$ cat config.mk
export PLATFORM = sky130hd
export DESIGN_NAME = whois_payload_classifier_top
export DESIGN_NICKNAME = d
export VERILOG_FILES = /design/src/hw/rtl/wpc_pkg.sv /design/src/hw/rtl/wpc_cfg_regs.sv /design/src/hw/rtl/wpc_line_tracker.sv /design/src/hw/rtl/wpc_verdict.sv /design/src/hw/rtl/whois_payload_classifier_top.sv
export SDC_FILE = /design/constraint.sdc
export NUM_CORES = 1
export LEC_CHECK = 0
export BUFFER_PORTS_ARGS = -buffer_cell sky130_fd_sc_hd__buf_2
export CORE_AREA = 2 2 155 157
export DETAILED_ROUTE_END_ITERATION = 6
export DIE_AREA = 0 0 157 159
export PLACE_DENSITY = 0.67
export SETUP_SLACK_MARGIN = 0.02
export SYNTH_ARGS = -nofsm -noshare
export SYNTH_HDL_FRONTEND = slang
export SYNTH_SLANG_ARGS = --single-unit
$ cat constraint.sdc
create_clock -name clk -period 10.44 [get_ports clk]
set_clock_uncertainty 0.15 [all_clocks]
set_input_delay 0.522 -clock clk [delete_from_list [all_inputs] [get_ports clk]]
set_output_delay 0.522 -clock clk [all_outputs]
set_load 0.02 [all_outputs]
$ cat src/hw/rtl/wpc_pkg.sv
// wpc_pkg: shared types, codes and constants of the WHOIS payload classifier.
// No dependencies; used by every module of the block except wpc_checker.
package wpc_pkg;

    // Default width of the byte counter and line-end positions
    localparam int LENGTH_BITS_DEF = 16;

    // Configuration register widths
    localparam int PORT_W  = 16;
    localparam int LEN16_W = 16;
    localparam int LB_W    = 8;
    localparam int CFG_IDX_W  = 3;
    localparam int CFG_DATA_W = 16;

    // Register reset values
    localparam logic [PORT_W-1:0]  SERVICE_PORT_RST     = 16'd43;
    localparam logic [LEN16_W-1:0] MIN_RESPONSE_LEN_RST = 16'd50;
    localparam logic [LB_W-1:0]    MIN_LINE_BREAKS_RST  = 8'd2;
    localparam logic [LEN16_W-1:0] FIRST_LINE_CAP_RST   = 16'd64;

    // Register indexes on the write port
    typedef enum logic [CFG_IDX_W-1:0] {
        CFG_SERVICE_PORT     = 3'd0,
        CFG_MIN_RESPONSE_LEN = 3'd1,
        CFG_MIN_LINE_BREAKS  = 3'd2,
        CFG_FIRST_LINE_CAP   = 3'd3
    } cfg_idx_t;

    // Configuration as seen by the datapath
    typedef struct packed {
        logic [PORT_W-1:0]  service_port;
        logic [LEN16_W-1:0] min_response_len;
        logic [LB_W-1:0]    min_line_breaks;
        logic [LEN16_W-1:0] first_line_cap;
    } cfg_t;

    // Result codes
    typedef enum logic [1:0] {
        VERDICT_NONE     = 2'd0,
        VERDICT_QUERY    = 2'd1,
        VERDICT_RESPONSE = 2'd2
    } verdict_t;

    localparam int CONF_W = 7;
    localparam logic [CONF_W-1:0] CONF_NONE     = 7'd0;
    localparam logic [CONF_W-1:0] CONF_QUERY    = 7'd75;
    localparam logic [CONF_W-1:0] CONF_RESPONSE = 7'd40;

    // Character codes
    localparam logic [7:0] CHAR_TAB  = 8'h09;
    localparam logic [7:0] CHAR_LF   = 8'h0A;
    localparam logic [7:0] CHAR_CR   = 8'h0D;
    localparam logic [7:0] PRINT_LO  = 8'h20;
    localparam logic [7:0] PRINT_HI  = 8'h7E;

    localparam logic [7:0] LF_COUNT_MAX = 8'hFF;

    // Printable text byte: space through tilde, or tab
    function automatic logic is_printable(input logic [7:0] b);
        return (b inside {[PRINT_LO:PRINT_HI]}) || (b == CHAR_TAB);
    endfunction

endpackage

$ cat src/hw/rtl/wpc_cfg_regs.sv
// wpc_cfg_regs: the four configuration registers behind the plain write port.
// Depends on wpc_pkg.
module wpc_cfg_regs (
    input  logic                               clk,
    input  logic                               rst_n,
    input  logic                               cfg_we,
    input  logic [wpc_pkg::CFG_IDX_W-1:0]      cfg_index,
    input  logic [wpc_pkg::CFG_DATA_W-1:0]     cfg_wdata,
    output wpc_pkg::cfg_t                      cfg
);

    wpc_pkg::cfg_t cfg_reg;

    // Register writes; unknown indexes are dropped
    always_ff @(posedge clk or negedge rst_n)
    begin
        if (!rst_n)
        begin
            cfg_reg.service_port     <= wpc_pkg::SERVICE_PORT_RST;
            cfg_reg.min_response_len <= wpc_pkg::MIN_RESPONSE_LEN_RST;
            cfg_reg.min_line_breaks  <= wpc_pkg::MIN_LINE_BREAKS_RST;
            cfg_reg.first_line_cap   <= wpc_pkg::FIRST_LINE_CAP_RST;
        end
        else if (cfg_we)
        begin
            case (cfg_index)
                wpc_pkg::CFG_SERVICE_PORT:
                    cfg_reg.service_port <= cfg_wdata[wpc_pkg::PORT_W-1:0];
                wpc_pkg::CFG_MIN_RESPONSE_LEN:
                    cfg_reg.min_response_len <= cfg_wdata[wpc_pkg::LEN16_W-1:0];
                wpc_pkg::CFG_MIN_LINE_BREAKS:
                    cfg_reg.min_line_breaks <= cfg_wdata[wpc_pkg::LB_W-1:0];
                wpc_pkg::CFG_FIRST_LINE_CAP:
                    cfg_reg.first_line_cap <= cfg_wdata[wpc_pkg::LEN16_W-1:0];
                default:
                    ;
            endcase
        end
    end

    assign cfg = cfg_reg;

endmodule

$ cat src/hw/rtl/wpc_line_tracker.sv
// wpc_line_tracker: per-packet byte tracking (length, LF count, printability,
// first CRLF and first LF). Depends on wpc_pkg.
module wpc_line_tracker #(
    parameter int LENGTH_BITS = wpc_pkg::LENGTH_BITS_DEF
) (
    input  logic                          clk,
    input  logic                          rst_n,
    input  logic                          step,       // item leaves the input register
    input  logic                          take,       // item carries a byte
    input  logic                          pkt_end,    // item ends the packet
    input  logic [7:0]                    data_byte,
    input  logic [wpc_pkg::LEN16_W-1:0]   first_line_cap,
    output logic [LENGTH_BITS-1:0]        len,        // length including this byte
    output logic [LENGTH_BITS-1:0]        eol_pos,
    output logic                          line_ok,
    output logic                          capped_ok,
    output logic [7:0]                    lf_count
);

    localparam int CW = (LENGTH_BITS > wpc_pkg::LEN16_W) ? LENGTH_BITS : wpc_pkg::LEN16_W;

    logic [LENGTH_BITS-1:0] byte_count_reg, byte_count_upd, byte_count_next;
    logic [7:0]             lf_count_reg, lf_count_upd, lf_count_next;
    logic                   all_pr_reg, all_pr_upd, all_pr_next;
    logic                   capped_pr_reg, capped_pr_upd, capped_pr_next;
    logic                   prev_cr_reg, prev_cr_upd, prev_cr_next;
    logic                   pr_before_cr_reg, pr_before_cr_upd, pr_before_cr_next;
    logic                   lone_found_reg, lone_found_upd, lone_found_next;
    logic [LENGTH_BITS-1:0] lone_pos_reg, lone_pos_upd, lone_pos_next;
    logic                   lone_ok_reg, lone_ok_upd, lone_ok_next;
    logic                   crlf_found_reg, crlf_found_upd, crlf_found_next;
    logic [LENGTH_BITS-1:0] crlf_pos_reg, crlf_pos_upd, crlf_pos_next;
    logic                   crlf_ok_reg, crlf_ok_upd, crlf_ok_next;

    logic pr;
    logic is_lf;
    logic in_cap;

    assign pr     = wpc_pkg::is_printable(data_byte);
    assign is_lf  = (data_byte == wpc_pkg::CHAR_LF);
    assign in_cap = (CW'(byte_count_reg) < CW'(first_line_cap));

    // State after this beat's byte
    always_comb
    begin
        byte_count_upd   = byte_count_reg;
        lf_count_upd     = lf_count_reg;
        all_pr_upd       = all_pr_reg;
        capped_pr_upd    = capped_pr_reg;
        prev_cr_upd      = prev_cr_reg;
        pr_before_cr_upd = pr_before_cr_reg;
        lone_found_upd   = lone_found_reg;
        lone_pos_upd     = lone_pos_reg;
        lone_ok_upd      = lone_ok_reg;
        crlf_found_upd   = crlf_found_reg;
        crlf_pos_upd     = crlf_pos_reg;
        crlf_ok_upd      = crlf_ok_reg;
        if (take)
        begin
            if (is_lf)
            begin
                if (prev_cr_reg && !crlf_found_reg && (byte_count_reg != '0))
                begin
                    crlf_found_upd = 1'b1;
                    crlf_pos_upd   = byte_count_reg - LENGTH_BITS'(1);
                    crlf_ok_upd    = pr_before_cr_reg;
                end
                if (!lone_found_reg)
                begin
                    lone_found_upd = 1'b1;
                    lone_pos_upd   = byte_count_reg;
                    lone_ok_upd    = all_pr_reg;
                end
                if (lf_count_reg != wpc_pkg::LF_COUNT_MAX)
                    lf_count_upd = lf_count_reg + 8'd1;
            end
            pr_before_cr_upd = all_pr_reg;
            if (in_cap && !pr)
                capped_pr_upd = 1'b0;
            if (!pr)
                all_pr_upd = 1'b0;
            prev_cr_upd = (data_byte == wpc_pkg::CHAR_CR);
            if (byte_count_reg != '1)
                byte_count_upd = byte_count_reg + LENGTH_BITS'(1);
        end
    end

    // Line end: first CRLF, else first LF, else the length
    always_comb
    begin
        if (crlf_found_upd)
        begin
            eol_pos = crlf_pos_upd;
            line_ok = crlf_ok_upd;
        end
        else if (lone_found_upd)
        begin
            eol_pos = lone_pos_upd;
            line_ok = lone_ok_upd;
        end
        else
        begin
            eol_pos = byte_count_upd;
            line_ok = all_pr_upd;
        end
    end

    assign len       = byte_count_upd;
    assign capped_ok = capped_pr_upd;
    assign lf_count  = lf_count_upd;

    // Advance on each beat, clear after the packet's last beat
    always_comb
    begin
        byte_count_next   = byte_count_reg;
        lf_count_next     = lf_count_reg;
        all_pr_next       = all_pr_reg;
        capped_pr_next    = capped_pr_reg;
        prev_cr_next      = prev_cr_reg;
        pr_before_cr_next = pr_before_cr_reg;
        lone_found_next   = lone_found_reg;
        lone_pos_next     = lone_pos_reg;
        lone_ok_next      = lone_ok_reg;
        crlf_found_next   = crlf_found_reg;
        crlf_pos_next     = crlf_pos_reg;
        crlf_ok_next      = crlf_ok_reg;
        if (step && pkt_end)
        begin
            byte_count_next   = '0;
            lf_count_next     = '0;
            all_pr_next       = 1'b1;
            capped_pr_next    = 1'b1;
            prev_cr_next      = 1'b0;
            pr_before_cr_next = 1'b1;
            lone_found_next   = 1'b0;
            lone_pos_next     = '0;
            lone_ok_next      = 1'b0;
            crlf_found_next   = 1'b0;
            crlf_pos_next     = '0;
            crlf_ok_next      = 1'b0;
        end
        else if (step)
        begin
            byte_count_next   = byte_count_upd;
            lf_count_next     = lf_count_upd;
            all_pr_next       = all_pr_upd;
            capped_pr_next    = capped_pr_upd;
            prev_cr_next      = prev_cr_upd;
            pr_before_cr_next = pr_before_cr_upd;
            lone_found_next   = lone_found_upd;
            lone_pos_next     = lone_pos_upd;
            lone_ok_next      = lone_ok_upd;
            crlf_found_next   = crlf_found_upd;
            crlf_pos_next     = crlf_pos_upd;
            crlf_ok_next      = crlf_ok_upd;
        end
    end

    always_ff @(posedge clk or negedge rst_n)
    begin
        if (!rst_n)
        begin
            byte_count_reg   <= '0;
            lf_count_reg     <= '0;
            all_pr_reg       <= 1'b1;
            capped_pr_reg    <= 1'b1;
            prev_cr_reg      <= 1'b0;
            pr_before_cr_reg <= 1'b1;
            lone_found_reg   <= 1'b0;
            lone_pos_reg     <= '0;
            lone_ok_reg      <= 1'b0;
            crlf_found_reg   <= 1'b0;
            crlf_pos_reg     <= '0;
            crlf_ok_reg      <= 1'b0;
        end
        else
        begin
            byte_count_reg   <= byte_count_next;
            lf_count_reg     <= lf_count_next;
            all_pr_reg       <= all_pr_next;
            capped_pr_reg    <= capped_pr_next;
            prev_cr_reg      <= prev_cr_next;
            pr_before_cr_reg <= pr_before_cr_next;
            lone_found_reg   <= lone_found_next;
            lone_pos_reg     <= lone_pos_next;
            lone_ok_reg      <= lone_ok_next;
            crlf_found_reg   <= crlf_found_next;
            crlf_pos_reg     <= crlf_pos_next;
            crlf_ok_reg      <= crlf_ok_next;
        end
    end

endmodule

$ cat src/hw/rtl/wpc_verdict.sv
// wpc_verdict: packet classification and the result register on the master side.
// Depends on wpc_pkg.
module wpc_verdict #(
    parameter int LENGTH_BITS = wpc_pkg::LENGTH_BITS_DEF
) (
    input  logic                          clk,
    input  logic                          rst_n,
    input  logic                          load,       // packet-ending beat advances
    input  logic                          is_tcp,
    input  logic [wpc_pkg::PORT_W-1:0]    pkt_port,
    input  wpc_pkg::cfg_t                 cfg,
    input  logic [LENGTH_BITS-1:0]        len,
    input  logic [LENGTH_BITS-1:0]        eol_pos,
    input  logic                          line_ok,
    input  logic                          capped_ok,
    input  logic [7:0]                    lf_count,
    input  logic                          m_tready,
    output logic                          m_tvalid,
    output logic [15:0]                   m_tdata,    // verdict[1:0], confidence[8:2]
    output logic                          out_stall   // result held, not taken
);

    localparam int CW = (LENGTH_BITS > wpc_pkg::LEN16_W) ? LENGTH_BITS : wpc_pkg::LEN16_W;

    wpc_pkg::verdict_t               verdict_next, verdict_reg;
    logic [wpc_pkg::CONF_W-1:0]      conf_next, conf_reg;
    logic                            out_valid_reg, out_valid_next;
    logic                            cap_pr;
    logic                            le_nonzero;

    assign le_nonzero = (eol_pos != '0);
    assign cap_pr     = (CW'(eol_pos) <= CW'(cfg.first_line_cap)) ? line_ok : capped_ok;

    // Classification of the finished packet
    always_comb
    begin
        verdict_next = wpc_pkg::VERDICT_NONE;
        conf_next    = wpc_pkg::CONF_NONE;
        if (is_tcp && (len != '0))
        begin
            if (pkt_port == cfg.service_port)
            begin
                if (le_nonzero && line_ok)
                begin
                    verdict_next = wpc_pkg::VERDICT_QUERY;
                    conf_next    = wpc_pkg::CONF_QUERY;
                end
            end
            else if (le_nonzero && (cfg.first_line_cap != '0) && cap_pr &&
                     (CW'(len) >= CW'(cfg.min_response_len)) &&
                     (lf_count >= cfg.min_line_breaks))
            begin
                verdict_next = wpc_pkg::VERDICT_RESPONSE;
                conf_next    = wpc_pkg::CONF_RESPONSE;
            end
        end
    end

    // Result valid: set on load, cleared once taken
    always_comb
    begin
        out_valid_next = out_valid_reg;
        if (load)
            out_valid_next = 1'b1;
        else if (m_tready)
            out_valid_next = 1'b0;
    end

    always_ff @(posedge clk or negedge rst_n)
    begin
        if (!rst_n)
            out_valid_reg <= 1'b0;
        else
            out_valid_reg <= out_valid_next;
    end

    // Result payload
    always_ff @(posedge clk)
    begin
        if (load)
        begin
            verdict_reg <= verdict_next;
            conf_reg    <= conf_next;
        end
    end

    assign m_tvalid  = out_valid_reg;
    assign m_tdata   = {7'd0, conf_reg, verdict_reg};
    assign out_stall = out_valid_reg && !m_tready;

endmodule

$ cat src/hw/rtl/whois_payload_classifier_top.sv
// whois_payload_classifier_top: stream-in bytes, stream-out one verdict per packet.
// Depends on wpc_pkg, wpc_cfg_regs, wpc_line_tracker and wpc_verdict.

// The block takes one payload byte per beat and sustains one beat per clock
// while no verdict is stuck at the master side; each beat sits in the input
// register, where the per-byte flag and counter update runs, and the verdict
// of a packet is loaded into the result register when its ending beat leaves
// the input register, and shows on the master side from then on. Only the
// ending beat (tlast or the empty-packet flag in tuser) waits for the result
// register; other beats keep flowing while an earlier verdict is still pending.
// Configuration writes take effect on the next clock and belong between
// packets. There is no memory and no clearing pass after reset.
module whois_payload_classifier_top #(
    parameter int LENGTH_BITS = wpc_pkg::LENGTH_BITS_DEF
) (
    input  logic                              clk,
    input  logic                              rst_n,
    // slave side
    input  logic                              s_axis_tvalid,
    output logic                              s_axis_tready,
    input  logic [23:0]                       s_axis_tdata,  // data_byte[7:0], pkt_port[23:8]
    input  logic                              s_axis_tlast,  // last_byte
    input  logic [1:0]                        s_axis_tuser,  // empty_packet[0], is_tcp[1]
    // master side
    output logic                              m_axis_tvalid,
    input  logic                              m_axis_tready,
    output logic [15:0]                       m_axis_tdata,  // verdict[1:0], confidence[8:2]
    // configuration
    input  logic                              cfg_we,
    input  logic [wpc_pkg::CFG_IDX_W-1:0]     cfg_index,
    input  logic [wpc_pkg::CFG_DATA_W-1:0]    cfg_wdata
);

    wpc_pkg::cfg_t cfg;

    logic                          in_valid_reg, in_valid_next;
    logic [7:0]                    in_byte_reg;
    logic [wpc_pkg::PORT_W-1:0]    in_port_reg;
    logic                          in_last_reg;
    logic                          in_empty_reg;
    logic                          in_tcp_reg;

    logic                          pkt_end;
    logic                          advance;
    logic                          s_fire;
    logic                          out_stall;

    logic [LENGTH_BITS-1:0]        len;
    logic [LENGTH_BITS-1:0]        eol_pos;
    logic                          line_ok;
    logic                          capped_ok;
    logic [7:0]                    lf_count;

    wpc_cfg_regs u_cfg (
        .clk       (clk),
        .rst_n     (rst_n),
        .cfg_we    (cfg_we),
        .cfg_index (cfg_index),
        .cfg_wdata (cfg_wdata),
        .cfg       (cfg)
    );

    // Input flow: an ending beat waits only when a verdict is stuck
    assign pkt_end       = in_last_reg || in_empty_reg;
    assign advance       = in_valid_reg && (!pkt_end || !out_stall);
    assign s_axis_tready = !in_valid_reg || advance;
    assign s_fire        = s_axis_tvalid && s_axis_tready;

    always_comb
    begin
        in_valid_next = in_valid_reg;
        if (s_fire)
            in_valid_next = 1'b1;
        else if (advance)
            in_valid_next = 1'b0;
    end

    always_ff @(posedge clk or negedge rst_n)
    begin
        if (!rst_n)
            in_valid_reg <= 1'b0;
        else
            in_valid_reg <= in_valid_next;
    end

    // Input beat register
    always_ff @(posedge clk)
    begin
        if (s_fire)
        begin
            in_byte_reg  <= s_axis_tdata[7:0];
            in_port_reg  <= s_axis_tdata[23:8];
            in_last_reg  <= s_axis_tlast;
            in_empty_reg <= s_axis_tuser[0];
            in_tcp_reg   <= s_axis_tuser[1];
        end
    end

    wpc_line_tracker #(
        .LENGTH_BITS (LENGTH_BITS)
    ) u_track (
        .clk            (clk),
        .rst_n          (rst_n),
        .step           (advance),
        .take           (!in_empty_reg),
        .pkt_end        (pkt_end),
        .data_byte      (in_byte_reg),
        .first_line_cap (cfg.first_line_cap),
        .len            (len),
        .eol_pos        (eol_pos),
        .line_ok        (line_ok),
        .capped_ok      (capped_ok),
        .lf_count       (lf_count)
    );

    wpc_verdict #(
        .LENGTH_BITS (LENGTH_BITS)
    ) u_verdict (
        .clk        (clk),
        .rst_n      (rst_n),
        .load       (advance && pkt_end),
        .is_tcp     (in_tcp_reg),
        .pkt_port   (in_port_reg),
        .cfg        (cfg),
        .len        (len),
        .eol_pos    (eol_pos),
        .line_ok    (line_ok),
        .capped_ok  (capped_ok),
        .lf_count   (lf_count),
        .m_tready   (m_axis_tready),
        .m_tvalid   (m_axis_tvalid),
        .m_tdata    (m_axis_tdata),
        .out_stall  (out_stall)
    );

endmodule

# Yosys cells after proc, flatten, opt, wreduce, memory -nomap -nowiden
# Cells that the tools add are included.
[word_totals] ff_bits=158 latch_bits=0 ram_bits=0 romBits=0 input_bits=51 output_inout_bits=18 word_cells=148 n_memories=0
[classes] addsub=3 n_mul=0 div_mod_pow=0 magnitude_cmp=6 n_eq_ne=10 shifts=0 mux=67 bitwise_logic=0 n_reduce_logical=37
[op_table] cell="$mux 16" count=16
[op_table] cell="$reduce_bool 16->1" count=4
[op_table] cell="$mux 1" count=41
[op_table] cell="$mux 8" count=5
[op_table] cell="$eq 8x4->1 const B" count=3
[op_table] cell="$add 16x1->16 const B" count=1
[op_table] cell="$eq 16x16->1" count=1
[op_table] cell="$ge 16x16->1" count=1
[op_table] cell="$le 16x16->1" count=1
[op_table] cell="$lt 16x16->1" count=1
[op_table] cell="$ne 16x16->1 const B" count=1
[op_table] cell="$sub 16x1->16 const B" count=1
[op_table] cell="$logic_and 1x1->1" count=14
[op_table] cell="$mux 7" count=2
[op_table] cell="$reduce_and 2->1" count=5
[op_table] cell="$add 8x1->8 const B" count=1
[op_table] cell="$ge 8x6->1 const B" count=1
[op_table] cell="$ge 8x8->1" count=1
[op_table] cell="$le 8x7->1 const B" count=1
[op_table] cell="$ne 8x8->1 const B" count=1
[op_table] cell="$eq 3x2->1 const B" count=2
[op_table] cell="$logic_not 1->1" count=6
[op_table] cell="$mux 6" count=1
[op_table] cell="$reduce_bool 2->1" count=3
[op_table] cell="other kinds (5)" count=9

# Longest topological paths before layout
# Gate-level depths: netlist of run 1.
[depth] depth_word=14 ltp_mapped=17 depth_no_buf=16

# Modules after synthesis
# A second synthesis of run 1 with hierarchy kept.
[hier_totals] hier_cells=927 hier_area_um2=9515.4
[modules_own_cells] mod="wpc_line_tracker" instances=1 cells_per_inst=566 area_each_um2=4903.5 seq_area_each_um2=1605.3
[modules_own_cells] mod="wpc_cfg_regs" instances=1 cells_per_inst=121 area_each_um2=2142.1 seq_area_each_um2=1412.6
[modules_own_cells] mod="wpc_verdict" instances=1 cells_per_inst=205 area_each_um2=1580.3 seq_area_each_um2=145.1
[modules_own_cells] mod="whois_payload_classifier_top" instances=1 cells_per_inst=35 area_each_um2=889.6 seq_area_each_um2=835.8

# Worst setup path after synthesis of run 1
# OpenSTA, ideal clock, no wires.
[synth_path] path_kind="register to register" startpoint="register u_track.byte_count_reg[7]" endpoint="register u_verdict.conf_reg[3] in the netlist's numbering (data pin)" setup_ns=0.274 arrival_ns=3.459 t_required_ns=10.016 setup_slack_ns=6.557 path_stages_with_launch=17 path_buffers=2 synth_period_minus_slack_ns=3.883 cell_sequence="dfrtp_1 or4_4 or2_1 buf_6 o311a_1 buf_6 a221oi_1 inv_1 ha_1 nor2b_1 o211ai_1 a21oi_1 o31ai_1 a21oi_1 mux2i_1 a21boi_0 a211oi_1"
[synth_via] elab_chain_len=13 word_cells_on_any_way=40 classes_between="2 x add/sub; 3 x order compare; 1 x eq/ne; 23 x mux; 11 x reduce/logical"
[synth_rtl] item="start: declaration" line_no="wpc_line_tracker.sv:22" source="logic [LENGTH_BITS-1:0] byte_count_reg, byte_count_upd, byte_count_next;"
[synth_rtl] item="start signal: assignment" line_no="wpc_line_tracker.sv:178" source="byte_count_reg <= byte_count_next;"
[synth_rtl] item="branches (longest 13 deep; another with $add 16x1->16)"
[synth_rtl] item="end signal: assignment" line_no="wpc_verdict.sv:83" source="conf_reg <= conf_next;"
[synth_rtl] item="end: declaration" line_no="wpc_verdict.sv:26" source="logic [wpc_pkg::CONF_W-1:0] conf_next, conf_reg;"
# Several ways; the timed one is not identified.
# A chain may end at the register's enable or synchronous reset.

# Final worst setup path of run 1
[layout_path] startpoint="register u_track.byte_count_reg[4]" endpoint="register u_verdict.conf_reg[3] in the netlist's numbering (data pin)"
# The elaborated chain is that of the path after synthesis.

==> results.py, run 1 <==
metrics = {
    "status": {
        "status": "finished, final reports clean",
    },
    "flow_run": {
        "cap_violations": 0,
    },
    "grt": {
        "grt_usage": 0.2192,
        "grt_pass1_wl_mm": 42.26,
        "grt_pass1_vias": 7389,
        "grt-ovfl-total": 0,
        "grt_max_degree": 63,
        "antenna_found_initial": 0,
    },
    "cts": {
        "cts_root_buf": "clkbuf_16",
        "cts_made_buffers": 17,
        "clock_latency_ns": 0.44,
        "clock_sinks": 152,
        "post_cts_resized": 0,
        "clk_pin_slew_worst_paths_ns": 0.08,
        "postCtsSetupBuffers": 0,
        "cts_hold_buf": 0,
        "cts_tree": "yes",
        "cts_buffer_depth": 2,
        "htreeDepth": 4,
    },
    "floorplanning": {
        "ioPinCount": 69,
        "die_h_um": 159,
        "initial_core_util": 0.3980,
        "placementRows": 56,
        "die_x_um": 157,
        "core_um2": 23190,
        "dieArea_um2": 24960,
    },
    "placement": {
        "gp_congestion": 1.008,
        "dpl_cell_area_um2": 9738,
        "port_buffers": 59,
        "dp_slack_ns": 5.482,
        "dpl.hpwl_mm": 19.57,
    },
    "yosys": {
        "yosysSeqAreaShare": 0.4300,
        "netlist_top_cells_count": "dfrtp_1 (110), nand2_1 (82), o21ai_0 (71)",
        "syn_inst": 934,
        "synth_flop_cell": "dfrtp_1",
        "synthArstFlopShare": 0.8026,
        "yosysTopAreaCell": "dfrtp_1",
        "syn_area_um2": 9230,
        "synth-seq-cells": 152,
        "yosysMostFrequentCell": "dfrtp_1",
        "synth_cell_types": 80,
        "synth-edff-count": 30,
        "ys_top_cells_by_area": "dfrtp_1 (30%), edfxtp_1 (9.8%), ha_1 (8.0%)",
        "ys_warn_count": 0,
        "synth.avg_cell_area_um2": 9.882,
        "synth_top_area_frac": 0.2982,
    },
    "layout": {
        "fillers": 2191,
        "seq_area_um2": 3969,
        "diodes": 0,
        "area_delta_synth_final_pct": 12.23,
        "final_cell_area_um2": 10360,
        "final_layout_size_suffix_gt1_frac": 0.1740,
        "largest_register_ffs": 56,
        "finalNetCount": 1074,
        "multiInputGateArea_um2": 4780,
    },
    "critical_path": {
        "crit_fanout": 19,
        "slowest_stage": "o41ai_2",
        "r2r_setup_slack_ns": 5.36,
        "critical-path-top-delay-family": "compound AO/OA/AOI/OAI gates",
        "r2r_end": "u_verdict.conf_reg[3]",
        "reg2reg_depth": 13,
        "critPathKind": "reg2reg",
        "worstPathRequired_ns": 10.56,
        "worst_path_most_repeated_cell": "a21oi_1",
        "cp-start-kind": "register",
        "critPathMaxStageDelay_ns": 1.08,
        "rr_startpoint": "u_track.byte_count_reg[4]",
        "path_cells": "nand4_1 > o41ai_2 > nor4_1 > o311ai_0 > nand3_1 > ha_1 > o211ai_1 > a21oi_1 > o31ai_1 > a21oi_1 > mux2i_1 > a21boi_0 > a211oi_1",
        "worstPathArrival_ns": 5.20,
        "crit_path_end_kind": "register",
        "critPathBufInv": 0,
    },
    "drt": {
        "vias_per_cell": 5.880,
        "drc": 0,
        "wirelength_mm": 26.68,
        "initialDrtViolationCount": 634,
        "first_pass_iters": 5,
        "ant_nets": 0,
        "vias": 7621,
        "post_drt_wl_per_cell_um": 20.58,
    },
    "timing": {
        "relSlewSlack": 0.1836,
        "fin_crit_sh": 0.4870,
        "slew_viol_final": 0,
        "period_needed_ns": 5.084,
        "finalWorstSetupSlack_ns": 5.356,
        "worst_pin_slew_ns": 1.216,
        "setup_viol": 0,
        "holdWs_ns": 0.01183,
        "setup_tns_ns": 0,
        "hold_viol": 0,
        "grt_setup_unrepaired": "no",
        "fmax_ghz": 0.1967,
    },
    "power": {
        "switching_share": 0.3115,
        "p_clk_frac": 0.395,
        "p_seq_frac": 0.441,
        "power.density_nw_per_um2": 156.0,
        "peakVddDrop_mv": 0.1062,
        "pwr-share-comb": 0.164,
        "leakage_uw": 0.004613,
        "netSwitchingPower_uw": 503.2,
        "p_int_uw": 1112,
    },
    "min_path": {
        "hold_path_class": "in2async",
    },
}
[routing by layer]
metal | vias to the layer above | global-route usage | part of all wire | wire length, um
met5 | - | 0 | 0 | 0
met4 | 0 | 0.07840 | 0.030 | 791
met3 | 54 | 0.03783 | 0.068 | 1807
met2 | 338 | 0.3383 | 0.46 | 12140
met1 | 3734 | 0.3096 | 0.45 | 11940
li1 | 3495 | - | - | -
[through the flow]
| step | util | total power (uW) | std cells |
|---|---|---|---|
| 2_1_floorplan | - | 884.8 | 942 |
| 3_3_place_gp | 0.4199 | 977.5 | 1264 |
| 3_5_place_dp | 0.4199 | 984.1 | 1264 |
| 4_1_cts | 0.4466 | 1624 | 1296 |
| 5_1_grt | 0.4466 | 1684 | 1296 |
| 6_report | 0.4466 | 1616 | 1296 |
[cell families (layout without fill, tap and decap cells)]
| group | after synthesis | count (layout) | share of synthesized area |
|---|---|---|---|
| mux | 41 | 41 | 0.04948 |
| other cells | 1 | 9 | 0.0004063 |
| simple gates | 273 | 273 | 0.1598 |
| compound gates | 240 | 240 | 0.1792 |
| buf+inv | 123 | 158 | 0.05842 |
| fa+ha+maj | 59 | 59 | 0.07998 |
| xor+xnor | 45 | 45 | 0.04270 |
| flops | 152 | 152 | 0.4300 |
[layout by cell type (no fill, tap or decap), drive strengths merged, types with 8 or more instances in the layout]
cell type	count
a21oi	38
a21o	14
o21ai	72
nor4	24
a31oi	8
edfxtp	30
nand4	22
conb	9
nor2	44
xnor2	23
dfrtp	110
nand2b	11
nor3	16
a211oi	13
nand3	14
mux2	37
clkbuf	18
xor2	22
nand2	82
or4	8
a22o	32
or3	11
inv	63
and3	8
ha	59
o31ai	15
buf	70
dfstp	12
[power groups by stage]
stage | combinational (uW) | clock, uW | sequential [uW]
after global placement | 257 | 0 | 720
after CTS | 264 | 648 | 712
after detailed placement | 262 | 0 | 723
after global routing | 293 | 672 | 719
after floorplan | 177 | 0 | 708
final | 265 | 638 | 713
[worst register-to-register path, stage by stage (launching register included)]
cell and delay (ns):
dfrtp_1 0.76, nand4_1 0.43, o41ai_2 1.08, nor4_1 0.08
o311ai_0 0.60, nand3_1 0.21, ha_1 0.37, o211ai_1 0.11
a21oi_1 0.15, o31ai_1 0.09, a21oi_1 0.33, mux2i_1 0.26
a21boi_0 0.10, a211oi_1 0.18
[area by class of cell]
class	instances	share of cell area
Clock buffer	18	0.04348
Clock inverter	14	0.01643
Inverter	56	0.02029
Multi-Input combinational cell	667	0.4614
Sequential cell	152	0.3831
Tap cell	319	0.03853
Timing Repair Buffer	70	0.03672
[worst max-delay path by stage]
stage,startpoint,endpoint,slack [ns],cells past startpoint
floorplan,u_track.byte_count_reg[7],u_verdict.conf_reg[3],6.56,16
CTS,u_track.byte_count_reg[4],u_verdict.conf_reg[3],5.48,13
detailed placement,u_track.byte_count_reg[4],u_verdict.conf_reg[3],5.48,13
global route,u_track.byte_count_reg[4],u_verdict.conf_reg[5],4.98,13
finish,u_track.byte_count_reg[4],u_verdict.conf_reg[3],5.36,13
global placement,in_byte_reg[5],u_verdict.conf_reg[3],5.57,14
Note: power is estimated with default switching activity, not from simulation.
==> inputs of run 2 (changes only) <==
--- a/config.mk
+++ b/config.mk
@@ -9,7 +9,7 @@
 export CORE_AREA = 2 2 155 157
 export DETAILED_ROUTE_END_ITERATION = 6
 export DIE_AREA = 0 0 157 159
-export PLACE_DENSITY = 0.67
+export PLACE_DENSITY = 0.69
 export SETUP_SLACK_MARGIN = 0.02
 export SYNTH_ARGS = -nofsm -noshare
 export SYNTH_HDL_FRONTEND = slang
==> constraint.sdc (replaced) <==
create_clock -name clk -period 4.6 [get_ports clk]
set_clock_uncertainty 0.15 [all_clocks]
set_input_delay 0.23 -clock clk [delete_from_list [all_inputs] [get_ports clk]]
set_output_delay 0.23 -clock clk [all_outputs]
set_load 0.02 [all_outputs]
==> results.py, run 2 (synthesis gave the netlist of run 1 again) <==
metrics = {
    "floorplanning": {
        "dieArea_um2": 24960,
        "initial_core_util": 0.3980,
        "die_x_um": 157,
        "die_h_um": 159,
        "placementRows": 56,
        "core_um2": 23190,
        "ioPinCount": 69,
    },
    "critical_path": {
        "worst_path_most_repeated_cell": "a211oi_1",
        "worstPathArrival_ns": 4.43,
        "cp-start-kind": "register",
        "slowest_stage": "or4_1",
        "rr_startpoint": "in_byte_reg[5]",
        "reg2reg_depth": 16,
        "crit_path_end_kind": "register",
        "worstPathRequired_ns": 4.70,
        "critPathKind": "reg2reg",
        "critical-path-top-delay-family": "compound AO/OA/AOI/OAI gates",
        "path_cells": "or4_1 > nor4_2 > buf_4 > a2bb2oi_2 > a211oi_1 > a221oi_1 > inv_1 > ha_1 > nor2b_1 > o211ai_1 > a21oi_1 > o31ai_1 > a21oi_2 > mux2i_1 > a21boi_0 > a211oi_1",
        "r2r_end": "u_verdict.conf_reg[3]",
        "crit_path_start": "in_byte_reg[5]",
        "critPathMaxStageDelay_ns": 0.62,
        "crit_fanout": 5,
        "critPathBufInv": 2,
        "r2r_setup_slack_ns": 0.28,
    },
    "grt": {
        "antenna_found_initial": 0,
        "grt_max_degree": 47,
        "grt_usage": 0.2305,
        "grt_pass1_wl_mm": 44.37,
        "grt_pass1_vias": 7814,
        "grt-ovfl-total": 0,
    },
    "layout": {
        "largest_register_ffs": 56,
        "final_core_util": 0.4799,
        "layout_commonest_cell": "dfrtp_1",
        "final_layout_size_suffix_gt1_frac": 0.2034,
        "finalNetCount": 1154,
        "area_delta_synth_final_pct": 20.58,
        "diodes": 0,
        "final_cell_mix": "dfrtp_1 (109), nand2_1 (82), o21ai_0 (70)",
    },
    "timing": {
        "setup_tns_ns": 0,
        "period_needed_ns": 4.324,
        "fmax_ghz": 0.2313,
        "slew_viol_final": 0,
        "worst_pin_slew_ns": 0.9220,
        "setup_viol": 0,
        "grt_setup_unrepaired": "no",
        "relSlewSlack": 0.3821,
        "fin_crit_sh": 0.9400,
        "hold_viol": 0,
    },
    "power": {
        "power.total_uw": 3684,
        "leakage_uw": 0.004992,
        "power.density_nw_per_um2": 331.0,
        "peakVddDrop_mv": 0.2608,
    },
    "drt": {
        "wirelength_mm": 27.87,
        "vias_per_cell": 5.782,
        "initialDrtViolationCount": 775,
        "first_pass_iters": 6,
        "vias": 7956,
        "ant_nets": 0,
        "post_drt_wl_per_cell_um": 20.26,
        "drc": 0,
    },
    "placement": {
        "port_buffers": 59,
        "dpl.hpwl_mm": 20.22,
        "gp_congestion": 1.008,
    },
    "cts": {
        "cts_buffer_depth": 2,
        "clock_sinks": 152,
        "cts_root_buf": "clkbuf_16",
        "cts_made_buffers": 17,
        "clock_latency_ns": 0.44,
        "clk_pin_slew_worst_paths_ns": 0.08,
        "htreeDepth": 4,
        "cts_tree": "yes",
    },
    "flow_run": {
        "cap_violations": 0,
    },
    "min_path": {
        "hold_path_class": "in2reg",
        "min_path_cells": 5,
        "min_to": "u_cfg.cfg[17]",
        "min_from": "cfg_index[0]",
    },
    "status": {
        "status": "finished, final reports clean",
    },
}
## run 2: worst reg2reg max path: stages (launching register included)
cell       delay, ns
edfxtp_1        0.43
or4_1           0.62
nor4_2          0.30
buf_4           0.20
a2bb2oi_2       0.26
a211oi_1        0.11
a221oi_1        0.36
inv_1           0.09
ha_1            0.30
nor2b_1         0.13
o211ai_1        0.15
a21oi_1         0.08
o31ai_1         0.27
a21oi_2         0.15
mux2i_1         0.20
a21boi_0        0.11
a211oi_1        0.23
## run 2: stage by stage
step | setup WS, ns | area (um^2) | std cells | hold WS [ns]
floorplan | 0.7171 | 9260 | 942 | -0.2156
global placement | 0.2620 | 9986 | 1297 | 0.1201
detailed placement | 0.1582 | 9986 | 1297 | 0.1220
CTS | 0.08946 | 11060 | 1375 | 0.1296
global route | 0.02842 | 11130 | 1376 | 0.1668
finish | 0.2762 | 11130 | 1376 | 0.1346
## run 2: worst max path at each step
stage | endpoint | slack [ns] | cells after the start
6_report | u_verdict.conf_reg[3] | 0.28 | 16
3_3_place_gp | u_verdict.conf_reg[3] | 0.26 | 15
5_1_grt | u_verdict.conf_reg[3] | 0.03 | 15
3_5_place_dp | u_verdict.conf_reg[3] | 0.16 | 16
4_1_cts | u_verdict.conf_reg[3] | 0.09 | 16
2_1_floorplan | u_verdict.conf_reg[3] | 0.72 | 16
## run 2: layer usage
layer | share of wire | vias to the layer above | global-route usage
met5 | 0 | - | 0
met4 | 0.026 | 0 | 0.07256
met3 | 0.067 | 69 | 0.03974
met2 | 0.48 | 331 | 0.3716
met1 | 0.42 | 3910 | 0.3158
li1 | - | 3646 | -
## run 2: where the power goes
group / leakage, uW / internal, uW / switching (uW)
Sequential: 0.00186 / 1520 / 89.8
Combinational: 0.00283 / 261 / 371
Clock: 0.000299 / 744 / 695
## run 2: area by class of cell
type | count | area (um^2)
clock buffer | 17 | 425.4
clock inverter | 15 | 191.4
fill | 2126 | 12060
inverter | 56 | 210.2
multi-input combinational | 667 | 4837
sequential | 152 | 3970
tap | 319 | 399.1
timing repair buffer | 150 | 1096
## run 2: timing repair
action                                  in CTS  in global routing
gates resized for setup                      0                 12
hold buffers                                46                  0
endpoints found under the setup margin       0                  2
buffers inserted                             0                  1
endpoints found under the hold margin      122                  0
